==> config.mk <==
export PLATFORM = sky130hd
export DESIGN_NAME = register_pool_allocator_fifo_spill
export DESIGN_NICKNAME = d
export VERILOG_FILES = /design/src/sv/rpa_pkg.sv /design/src/sv/rpa_ctrl.sv /design/src/sv/rpa_dp.sv /design/src/sv/register_pool_allocator_fifo_spill.sv
export SDC_FILE = /design/constraint.sdc
export NUM_CORES = 1
export LEC_CHECK = 0
export ABC_CLOCK_PERIOD_IN_PS = 7900
export BUFFER_PORTS_ARGS = -buffer_cell sky130_fd_sc_hd__buf_4
export CORE_UTILIZATION = 50
export CTS_BUF_LIST = sky130_fd_sc_hd__clkbuf_4 sky130_fd_sc_hd__clkbuf_8 sky130_fd_sc_hd__clkbuf_16
export CTS_CLUSTER_DIAMETER = 120
export DETAILED_ROUTE_END_ITERATION = 12
export GPL_ROUTABILITY_DRIVEN = 0
export PLACE_DENSITY_LB_ADDON = 0.25
export SLEW_MARGIN = 20
export SYNTH_ARGS = -nofsm -noshare
export SYNTH_HDL_FRONTEND = slang
export SYNTH_HIERARCHICAL = 1
export SYNTH_SLANG_ARGS = --single-unit
==> constraint.sdc <==
create_clock -name clk -period 7.9 [get_ports clk]
set_input_delay 1.58 -clock clk [delete_from_list [all_inputs] [get_ports clk]]
set_output_delay 1.58 -clock clk [all_outputs]
set_load 0.02 [all_outputs]
==> src/sv/rpa_pkg.sv <==
// Package for the register pool allocator: operation and status codes.
// Used by all modules of the allocator; no dependencies.
package rpa_pkg;
	localparam int NumRegsDef     = 16;
	localparam int ValueIdBitsDef = 16;

	localparam logic [1:0] OP_ALLOC     = 2'd0;
	localparam logic [1:0] OP_FORCE     = 2'd1;
	localparam logic [1:0] OP_FREE_VAL  = 2'd2;
	localparam logic [1:0] OP_FREE_REG  = 2'd3;

	localparam logic [2:0] ST_DONE    = 3'd0;
	localparam logic [2:0] ST_HELD    = 3'd1;
	localparam logic [2:0] ST_EVICT   = 3'd2;
	localparam logic [2:0] ST_FAIL    = 3'd3;
	localparam logic [2:0] ST_INVALID = 3'd4;
	localparam logic [2:0] ST_NONE    = 3'd5;

	typedef struct packed {
		logic load;
		logic exec;
		logic emit;
	} rpa_cmd_t;

	typedef struct packed {
		logic out_busy;
	} rpa_stat_t;
endpackage

==> src/sv/rpa_ctrl.sv <==
// Controller for the register pool allocator: accept, execute, present.
// Depends on rpa_pkg.
module rpa_ctrl (
	input  logic               clk,
	input  logic               arst_n,
	input  logic               in_valid,
	output logic               in_ready,
	input  rpa_pkg::rpa_stat_t stat,
	output rpa_pkg::rpa_cmd_t  cmd
);
	localparam logic [0:0] S_IDLE = 1'b0;
	localparam logic [0:0] S_EXEC = 1'b1;

	logic [0:0] state_q;
	logic [0:0] state_d;

	always_comb begin
		state_d  = state_q;
		in_ready = 1'b0;
		cmd      = '0;
		unique case (state_q)
			S_IDLE: begin
				in_ready = 1'b1;
				if (in_valid) begin
					cmd.load = 1'b1;
					state_d  = S_EXEC;
				end
			end
			S_EXEC: begin
				if (!stat.out_busy) begin
					cmd.exec = 1'b1;
					cmd.emit = 1'b1;
					state_d  = S_IDLE;
				end
			end
			default: state_d = S_IDLE;
		endcase
	end

	always_ff @(posedge clk or negedge arst_n) begin
		if (!arst_n) begin
			state_q <= S_IDLE;
		end else begin
			state_q <= state_d;
		end
	end
endmodule

==> src/sv/rpa_dp.sv <==
// Datapath for the register pool allocator: masks, owner tags, age queue, result.
// Depends on rpa_pkg.
module rpa_dp #(
	parameter int NUM_REGS      = rpa_pkg::NumRegsDef,
	parameter int VALUE_ID_BITS = rpa_pkg::ValueIdBitsDef
) (
	input  logic               clk,
	input  logic               arst_n,
	input  rpa_pkg::rpa_cmd_t  cmd,
	output rpa_pkg::rpa_stat_t stat,
	input  logic [1:0]         op,
	input  logic               has_value,
	input  logic [15:0]        value_id,
	input  logic               req_valid,
	input  logic [3:0]         reg_num,
	output logic               out_valid,
	input  logic               out_ready,
	output logic [2:0]         status,
	output logic [3:0]         reg_out,
	output logic [15:0]        spilled_value,
	output logic [15:0]        busy_mask,
	output logic [15:0]        used_mask
);
	localparam int RW = (NUM_REGS > 1) ? $clog2(NUM_REGS) : 1;
	localparam int CW = $clog2(NUM_REGS + 1);

	logic [1:0]               op_q;
	logic                     hv_q;
	logic [VALUE_ID_BITS-1:0] tag_q;
	logic                     rv_q;
	logic [3:0]               rn_q;

	logic [NUM_REGS-1:0]      busy_q, used_q, ov_q;
	logic [VALUE_ID_BITS-1:0] tag_mem [NUM_REGS];
	logic [RW-1:0]            age_q [NUM_REGS];
	logic [CW-1:0]            cnt_q;

	logic                     hit;
	logic [RW-1:0]            hit_r;
	logic                     free_f;
	logic [RW-1:0]            free_r;
	logic                     rn_ok;
	logic [RW-1:0]            rn_r;

	always_comb begin
		hit = 1'b0;
		hit_r = '0;
		for (int i = NUM_REGS - 1; i >= 0; i--) begin
			if (ov_q[i] && tag_mem[i] == tag_q) begin
				hit = 1'b1;
				hit_r = RW'(i);
			end
		end
		free_f = 1'b0;
		free_r = '0;
		for (int i = NUM_REGS - 1; i >= 0; i--) begin
			if (!busy_q[i]) begin
				free_f = 1'b1;
				free_r = RW'(i);
			end
		end
		rn_ok = 32'(rn_q) < NUM_REGS;
		rn_r  = RW'(rn_q);
	end

	logic [NUM_REGS-1:0] busy_d, used_d, ov_d;
	logic                drop_en, push_en, wr_tag;
	logic [RW-1:0]       drop_r, push_r;
	logic [2:0]          st_d;
	logic [3:0]          ro_d;
	logic [VALUE_ID_BITS-1:0] sp_d;
	logic [RW-1:0]       tgt;

	always_comb begin
		busy_d = busy_q;
		used_d = used_q;
		ov_d   = ov_q;
		drop_en = 1'b0;
		drop_r  = '0;
		push_en = 1'b0;
		push_r  = '0;
		wr_tag  = 1'b0;
		st_d    = rpa_pkg::ST_DONE;
		ro_d    = '0;
		sp_d    = '0;
		tgt     = '0;
		unique case (op_q)
			rpa_pkg::OP_ALLOC: begin
				if (hv_q && hit) begin
					busy_d[hit_r] = 1'b1;
					used_d[hit_r] = 1'b1;
					drop_en = 1'b1;
					drop_r  = hit_r;
					push_en = 1'b1;
					push_r  = hit_r;
					st_d    = rpa_pkg::ST_HELD;
					ro_d    = 4'(hit_r);
				end else if ((rv_q && rn_ok && !busy_q[rn_r]) || free_f
						|| cnt_q != '0) begin
					if (rv_q && rn_ok && !busy_q[rn_r]) begin
						tgt = rn_r;
					end else if (free_f) begin
						tgt = free_r;
					end else begin
						tgt = age_q[0];
						sp_d = tag_mem[age_q[0]];
						st_d = rpa_pkg::ST_EVICT;
						ov_d[tgt] = 1'b0;
						drop_en = 1'b1;
						drop_r  = tgt;
					end
					busy_d[tgt] = 1'b1;
					used_d[tgt] = 1'b1;
					if (hv_q) begin
						ov_d[tgt] = 1'b1;
						wr_tag  = 1'b1;
						push_en = 1'b1;
						push_r  = tgt;
					end
					ro_d = 4'(tgt);
				end else begin
					st_d = rpa_pkg::ST_FAIL;
				end
			end
			rpa_pkg::OP_FORCE: begin
				if (!rn_ok) begin
					st_d = rpa_pkg::ST_INVALID;
				end else begin
					if (busy_q[rn_r] && ov_q[rn_r]) begin
						ov_d[rn_r] = 1'b0;
						drop_en = 1'b1;
						drop_r  = rn_r;
					end
					busy_d[rn_r] = 1'b1;
					used_d[rn_r] = 1'b1;
					ro_d = rn_q;
				end
			end
			rpa_pkg::OP_FREE_VAL: begin
				if (hit) begin
					busy_d[hit_r] = 1'b0;
					ov_d[hit_r] = 1'b0;
					drop_en = 1'b1;
					drop_r  = hit_r;
					ro_d = 4'(hit_r);
				end else begin
					st_d = rpa_pkg::ST_NONE;
				end
			end
			rpa_pkg::OP_FREE_REG: begin
				if (!rn_ok) begin
					st_d = rpa_pkg::ST_INVALID;
				end else begin
					busy_d[rn_r] = 1'b0;
					if (ov_q[rn_r]) begin
						ov_d[rn_r] = 1'b0;
						drop_en = 1'b1;
						drop_r  = rn_r;
					end
					if (busy_q[rn_r]) begin
						ro_d = rn_q;
					end else begin
						st_d = rpa_pkg::ST_NONE;
					end
				end
			end
			default: st_d = rpa_pkg::ST_FAIL;
		endcase
	end

	// compact the age queue around the dropped entry, then append
	logic                dropped;
	logic [RW-1:0]       age_d [NUM_REGS];
	logic [CW-1:0]       cnt_d;

	always_comb begin
		dropped = 1'b0;
		for (int i = 0; i < NUM_REGS; i++) begin
			if ((CW'(i) < cnt_q) && drop_en && age_q[i] == drop_r) begin
				dropped = 1'b1;
			end
			if (dropped && i + 1 < NUM_REGS) begin
				age_d[i] = age_q[(i + 1) % NUM_REGS];
			end else begin
				age_d[i] = age_q[i];
			end
		end
		cnt_d = cnt_q - CW'(dropped);
		if (push_en && cnt_d < CW'(NUM_REGS)) begin
			age_d[cnt_d[RW-1:0]] = push_r;
			cnt_d = cnt_d + CW'(1);
		end
	end

	always_ff @(posedge clk or negedge arst_n) begin
		if (!arst_n) begin
			busy_q    <= '0;
			used_q    <= '0;
			ov_q      <= '0;
			cnt_q     <= '0;
			out_valid <= 1'b0;
		end else begin
			if (cmd.exec) begin
				busy_q <= busy_d;
				used_q <= used_d;
				ov_q   <= ov_d;
				cnt_q  <= cnt_d;
			end
			if (cmd.emit) begin
				out_valid <= 1'b1;
			end else if (out_ready) begin
				out_valid <= 1'b0;
			end
		end
	end

	always_ff @(posedge clk) begin
		if (cmd.load) begin
			op_q  <= op;
			hv_q  <= has_value;
			tag_q <= value_id[VALUE_ID_BITS-1:0];
			rv_q  <= req_valid;
			rn_q  <= reg_num;
		end
		if (cmd.exec) begin
			if (wr_tag) begin
				tag_mem[tgt] <= tag_q;
			end
			for (int i = 0; i < NUM_REGS; i++) begin
				age_q[i] <= age_d[i];
			end
		end
		if (cmd.emit) begin
			status        <= st_d;
			reg_out       <= ro_d;
			spilled_value <= 16'(sp_d);
			busy_mask     <= 16'(busy_d);
			used_mask     <= 16'(used_d);
		end
	end

	assign stat.out_busy = out_valid && !out_ready;
endmodule

==> src/sv/register_pool_allocator_fifo_spill.sv <==
// Register pool allocator with oldest-first eviction.
// Slave channel s_axis_* carries one request transaction; master channel
// m_axis_* carries one result transaction per request.
// A request is captured in the request register while idle and executed once
// the output is not busy, when the result register is loaded; the next request
// is taken the cycle after the result is loaded, so a new request is not taken
// before the last one has its result. The owner search and age-queue compaction
// run combinationally between the request register and the result register.
// Reset clears the busy and used masks, owner valid bits and the queue count;
// owner tags and queue entries are written before they are read.
// While the receiver stalls, the result register holds and the block does
// not execute the next request; s_axis_tready stays low after one request
// has been captured.
// Depends on rpa_pkg, rpa_ctrl, rpa_dp.
module register_pool_allocator_fifo_spill #(
	parameter int NUM_REGS      = rpa_pkg::NumRegsDef,
	parameter int VALUE_ID_BITS = rpa_pkg::ValueIdBitsDef
) (
	input  logic        clk,
	input  logic        arst_n,
	input  logic        s_axis_tvalid,
	output logic        s_axis_tready,
	input  logic [23:0] s_axis_tdata,  // op, has_value, value_id, req_valid, reg_num
	input  logic        m_axis_tready,
	output logic        m_axis_tvalid,
	output logic [55:0] m_axis_tdata   // status, reg_out, spilled_value, busy_mask, used_mask
);
	rpa_pkg::rpa_cmd_t  cmd;
	rpa_pkg::rpa_stat_t stat;
	logic [2:0]  status;
	logic [3:0]  reg_out;
	logic [15:0] spilled_value, busy_mask, used_mask;

	rpa_ctrl u_ctrl (
		.clk      (clk),
		.arst_n   (arst_n),
		.in_valid (s_axis_tvalid),
		.in_ready (s_axis_tready),
		.stat     (stat),
		.cmd      (cmd)
	);

	rpa_dp #(.NUM_REGS(NUM_REGS), .VALUE_ID_BITS(VALUE_ID_BITS)) u_dp (
		.clk           (clk),
		.arst_n        (arst_n),
		.cmd           (cmd),
		.stat          (stat),
		.op            (s_axis_tdata[1:0]),
		.has_value     (s_axis_tdata[2]),
		.value_id      (s_axis_tdata[18:3]),
		.req_valid     (s_axis_tdata[19]),
		.reg_num       (s_axis_tdata[23:20]),
		.out_valid     (m_axis_tvalid),
		.out_ready     (m_axis_tready),
		.status        (status),
		.reg_out       (reg_out),
		.spilled_value (spilled_value),
		.busy_mask     (busy_mask),
		.used_mask     (used_mask)
	);

	assign m_axis_tdata = {1'b0, used_mask, busy_mask, spilled_value, reg_out, status};

	a_no_accept_while_exec: assert property (@(posedge clk) disable iff (!arst_n)
		(s_axis_tvalid && s_axis_tready) |=> !s_axis_tready)
		else $error("request accepted during execution");
	a_emit_once: assert property (@(posedge clk) disable iff (!arst_n)
		cmd.emit |-> !cmd.load)
		else $error("load and emit together");
	a_used_covers_busy: assert property (@(posedge clk) disable iff (!arst_n)
		m_axis_tvalid |-> ((m_axis_tdata[38:23] & ~m_axis_tdata[54:39]) == 16'd0))
		else $error("busy register not marked used");
endmodule
==> impl.org <==
** Worst setup path
- In this design, the stage delay of the slowest critical-path cell is 0.68 ns.
- The worst register-to-register path ends at u_dp/age_q[1][21]$_DFFE_PP_.
- Critical Path RT :: 8.25 ns
- In this run the register-to-register setup slack is 0.29 ns.
- STA classifies the critical path endpoint as a register.
- Sum of buffers and inverters on the critical path :: 1
- The number of cells on the worst reg-to-reg path is 24.
- Reg2Reg Launch Point :: u_dp/tag_q[4]$_DFFE_PP_
- For the worst setup path, the data arrival time is a little under 8 ns.
- Critical path type :: register to register
- Critical path depth :: 24
- Endpoint of the most critical setup path :: u_dp/age_q[1][21]$_DFFE_PP_
- The worst setup path is launched from a register.
- CP max FO :: 16
- The largest individual stage delay along the critical path comes from the cell sky130_fd_sc_hd__edfxtp_1.
- Top Family by Delay on Critical Path :: simple AND/OR/NAND/NOR gates
- Sequence of cells on the critical path :: xnor2_1 -> or4b_1 -> or4_1 -> o22a_2 -> and2_1 -> o21ai_1 -> o21ai_0 -> a221o_1 -> a2111oi_2 -> nand2_1 -> nor2_1 -> or4_4 -> nor3_1 -> o31ai_1 -> ha_1 -> ha_1 -> nand2_1 -> xnor2_1 -> a211oi_1 -> buf_4 -> nand2_1 -> nor3_2 -> nand2_1 -> o31a_1
- Among the stages of the critical path, the cell type that occurs most often is sky130_fd_sc_hd__nand2_1.
- Worst setup path startpoint :: u_dp/tag_q[4]$_DFFE_PP_

** CTS
- TritonCTS built the clock tree.
- The longest clock path from root to sink contains 3 buffers.
- The later pin in the worst-skew pair is clocked with a latency of 0.61 ns.
- TritonCTS created 51 clock buffers.
- Number of H-tree levels :: 2
- The number of hold buffers added after CTS was 0.
- Reg clk slew, reported paths :: 0.06 ns
- Clock tree synthesis selected as its root buffer the cell sky130_fd_sc_hd__clkbuf_16.
- Counting every sink on the clock net gives 454.

** Synthesis
- A synthesized cell averages 11.9 um^2.
- Post-synthesis cell type with the largest combined area :: sky130_fd_sc_hd__edfxtp_1
- Synthesis produced 2200 cells.
- Yosys synthesis warning count :: 6
- In the synthesized netlist the async set-or-reset flop fraction comes to 0.121.
- Share of synthesized area occupied by flip-flops and latches :: 0.511
- By area the synthesized netlist is led by sky130_fd_sc_hd__edfxtp_1 46%, sky130_fd_sc_hd__xnor2_1 8.2%, sky130_fd_sc_hd__mux4_2 7.2%.
- Dominant register cell in the synthesized netlist :: sky130_fd_sc_hd__edfxtp_1
- Number of register bits inferred by synthesis :: around 450
- Post-Synthesis Net Count :: 2234
- In this run, synthesis inferred 399 flip-flops with an integrated enable.
- Share of the synthesized area in the top cell type :: 0.458
- Synthesized area :: 0.0262 mm^2
- Yosys mapped the design onto 100 distinct sky130hd cell types.

** STA
- Timing would allow up to 131 MHz.
- At the pin with the least slew margin, the transition time is 1.21 ns.
- Final Cycle Share :: 0.963
- Between clock sinks in the finished design, the worst skew comes to 0.0152 ns.
- Final-report hold violation count :: 0
- Setup violations remaining at the end of the flow were counted as 0.
- Measured against its own limit, the worst slew margin works out to 0.184.
- For the finished layout, the period the worst path requires is 7.61 ns.
- Count of final max-slew check failures :: 0

** Detailed routing
- Count of TritonRoute iterations in the first routing pass :: 6
- For this run, design rule violations remaining after detail routing come to 0.
- Starting DRC count in detailed routing :: ~3000
- The final route contains 20500 vias.
- The final layout contains routed wiring with a total length of 83700 um.
- Antenna Violating Nets Remaining :: 0
- After detailed routing, the number of vias per cell comes to between 6 and 7.
- Wire length per cell :: 27.5 um

** Placement
- After legalization and detailed placement, the total HPWL measured 59900 um.
- Number of buffers inserted by port buffering :: 84
- Once placement finished, the instance area stood at 0.0278 mm^2.

** Global route
- Total overflow reported by the global router :: 0
- Wire length of the first global-routing pass :: between 100000 and 150000 um
- Global-route total usage across every layer :: 0.312
- The number of antenna violations at the first check in global routing was 5.
- Entering global routing, the biggest net connects around 150 pins.
- The number of global-route vias before repair came to 19200.

** Final layout
- The area growth from synthesis to layout is 14.6%.
- The finished cells cover 0.0300 mm^2.
- Filler cell count :: 4141
- The net count of the finished layout is about 2400.
- In the final layout, the share of cells above drive strength 1 is 0.188.

** Floorplanning
- Num rows :: 83
- Top-level I/O count :: 86
- Width of the die :: 231 um
- Core outline area :: 0.0515 mm^2
- Die Outline Area :: 0.0532 mm^2
- Die height :: 231 um
- Starting utilization of the core area :: 0.508

** Power and ir drop
- Worst VDD drop :: about 0.00017 V
- Leakage component of the power :: 10.3 nW
- Dividing total power by cell area gives a power density of approximately 260 mW/mm^2.
- Pwr Total :: 7.70 mW

** Job
- Max_cap viols :: 0

** Min path
- The worst hold path belongs to the class register to register.

** Run status
- Status :: finished clean
==> state kept, by name (all words and copies together), names as in the netlist, named ones only <==
register,flops
u_dp/rv_q,1
u_dp/status,3
u_dp/busy_q,16
u_dp/age_q,60
u_dp/used_mask,16
u_dp/busy_mask,16
u_dp/tag_mem,256
u_dp/out_valid,1
u_dp/spilled_value,16
u_dp/tag_q,16
u_dp/reg_out,4
u_dp/cnt_q,5
u_dp/op_q,2
u_dp/used_q,16
u_ctrl/state_q,1
u_dp/rn_q,4
u_dp/hv_q,1
u_dp/ov_q,16
==> power by group <==
group / total (mW) / switching (mW) / internal, mW
combinational: 1.77 / 1.07 / 0.697
sequential: 3.17 / 0.258 / 2.91
clock: 2.77 / 0.999 / 1.77
==> Yosys cell counts, types with 6 or more instances <==
master                      instances
sky130_fd_sc_hd__nor4_1            18
sky130_fd_sc_hd__mux2i_1           62
sky130_fd_sc_hd__a2bb2oi_1          6
sky130_fd_sc_hd__a22oi_1           29
sky130_fd_sc_hd__a21o_1            14
sky130_fd_sc_hd__inv_1             40
sky130_fd_sc_hd__nor2_1           132
sky130_fd_sc_hd__nor4b_1            9
sky130_fd_sc_hd__a21oi_1           61
sky130_fd_sc_hd__nor3_1            47
sky130_fd_sc_hd__nand3_1           63
sky130_fd_sc_hd__and4_1             6
sky130_fd_sc_hd__dfrtp_1           55
sky130_fd_sc_hd__o21ai_1           12
sky130_fd_sc_hd__or2_2             24
sky130_fd_sc_hd__and2_1            16
sky130_fd_sc_hd__o21bai_1          15
sky130_fd_sc_hd__ha_1               6
sky130_fd_sc_hd__mux2_2            19
sky130_fd_sc_hd__nand4b_1           8
sky130_fd_sc_hd__buf_1              7
sky130_fd_sc_hd__a31oi_1           27
sky130_fd_sc_hd__xor2_1            75
sky130_fd_sc_hd__buf_2             39
sky130_fd_sc_hd__or4b_1             8
sky130_fd_sc_hd__o31ai_1           24
sky130_fd_sc_hd__nor3b_1           12
sky130_fd_sc_hd__or4_1             19
sky130_fd_sc_hd__a211oi_1          10
sky130_fd_sc_hd__nor2b_1            7
sky130_fd_sc_hd__edfxtp_1         399
sky130_fd_sc_hd__o211ai_1          10
sky130_fd_sc_hd__nand2b_1          30
sky130_fd_sc_hd__clkbuf_1          59
sky130_fd_sc_hd__o31a_1             9
sky130_fd_sc_hd__o21ai_0           81
sky130_fd_sc_hd__mux4_2            84
sky130_fd_sc_hd__xnor2_1          246
sky130_fd_sc_hd__o21a_1             7
sky130_fd_sc_hd__nand4_1           95
sky130_fd_sc_hd__and3_1            31
sky130_fd_sc_hd__nand2_1          155
sky130_fd_sc_hd__a21boi_0          13
==> per-stage QoR <==
stage | utilization | setup TNS (ns) | setup WS, ns | std cells | hold slack [ns]
finish | 0.582 | 0 | 0.291 | 3044 | 0.456
CTS | 0.578 | 0 | 0.136 | 3023 | 0.456
global route | 0.582 | -0.0116 | -0.00983 | 3039 | 0.470
global placement | 0.540 | 0 | 0.286 | 2928 | 0.431
floorplan | - | 0 | 1.01 | 2200 | 0.420
detailed placement | 0.540 | 0 | 0.177 | 2928 | 0.441
==> how the worst min path moves through the flow <==
stage	start	to	slack, ns	depth (start not counted)
3_5_place_dp	u_dp/used_q[15]$_DFFE_PN0P_	u_dp/used_q[15]$_DFFE_PN0P_	0.44	1
4_1_cts	u_dp/used_q[15]$_DFFE_PN0P_	u_dp/used_q[15]$_DFFE_PN0P_	0.46	1
5_1_grt	u_dp/used_q[5]$_DFFE_PN0P_	u_dp/used_q[5]$_DFFE_PN0P_	0.47	1
2_1_floorplan	u_dp/used_q[13]$_DFFE_PN0P_	u_dp/used_q[13]$_DFFE_PN0P_	0.42	1
6_report	u_dp/used_q[15]$_DFFE_PN0P_	u_dp/used_q[15]$_DFFE_PN0P_	0.46	1
3_3_place_gp	u_dp/used_q[13]$_DFFE_PN0P_	u_dp/used_q[13]$_DFFE_PN0P_	0.43	1
==> placed cells by master (no fill, tap or decap), drive strengths merged, types with 8 or more instances in the layout <==
cell type / Yosys / layout
o21ai: 93 / 93
mux4: 84 / 84
nor2: 133 / 133
mux2: 20 / 20
a21o: 14 / 14
a21boi: 17 / 17
or4b: 9 / 9
nand3: 65 / 65
o31a: 9 / 9
xor2: 75 / 75
clkbuf: 60 / 64
a211oi: 10 / 10
o21bai: 15 / 15
nand2b: 30 / 30
and2: 16 / 16
buf: 54 / 178
nand4b: 8 / 8
nor4: 21 / 21
and4: 9 / 9
nor4b: 10 / 10
o31ai: 24 / 24
and3: 31 / 31
nor3: 49 / 49
mux2i: 62 / 62
or4: 21 / 21
xnor2: 246 / 246
nand2: 156 / 156
bufinv: 0 / 15
a22oi: 29 / 29
o211ai: 11 / 11
edfxtp: 399 / 399
inv: 40 / 41
a21oi: 63 / 63
or2: 24 / 24
a31oi: 27 / 27
dfrtp: 55 / 55
clkinv: 3 / 14
nand4: 96 / 96
nor3b: 13 / 13
==> logic make-up (layout without fill, tap and decap cells) <==
logic type / Yosys count / count (layout) / synth area share
compound gates: 385 / 385 / 0.101
xor+xnor: 321 / 321 / 0.108
fa+ha+maj: 6 / 6 / 0.00287
buf+inv: 157 / 316 / 0.0263
flops: 454 / 454 / 0.511
mux: 166 / 166 / 0.105
other cells: 1 / 6 / 0.000143
simple gates: 710 / 710 / 0.147
==> timing repair <==
action / in CTS / in global routing
gates resized for setup: 0 / 4
setup buffers: 0 / 14
setup endpoints to repair: 0 / 64
==> area by class of cell <==
class,count,area [um^2],share of cell area
Tap cell,680,851,0.0284
Multi-Input combinational cell,1589,12200,0.407
Antenna cell,5,12.5,0.000418
Clock inverter,31,546,0.0182
Sequential cell,454,13400,0.446
Timing Repair Buffer,178,1410,0.0469
Clock buffer,64,1430,0.0476
Inverter,43,161,0.00539
==> metal layers <==
metal  wire (um)  vias up  global-route usage
met2       37500     1472               0.478
met1       32300    10000               0.418
met5          13        -                   0
li1            -     8660                   -
met4        4550        2               0.148
met3        9370      306              0.0772
(Power assumes the default switching activity.)
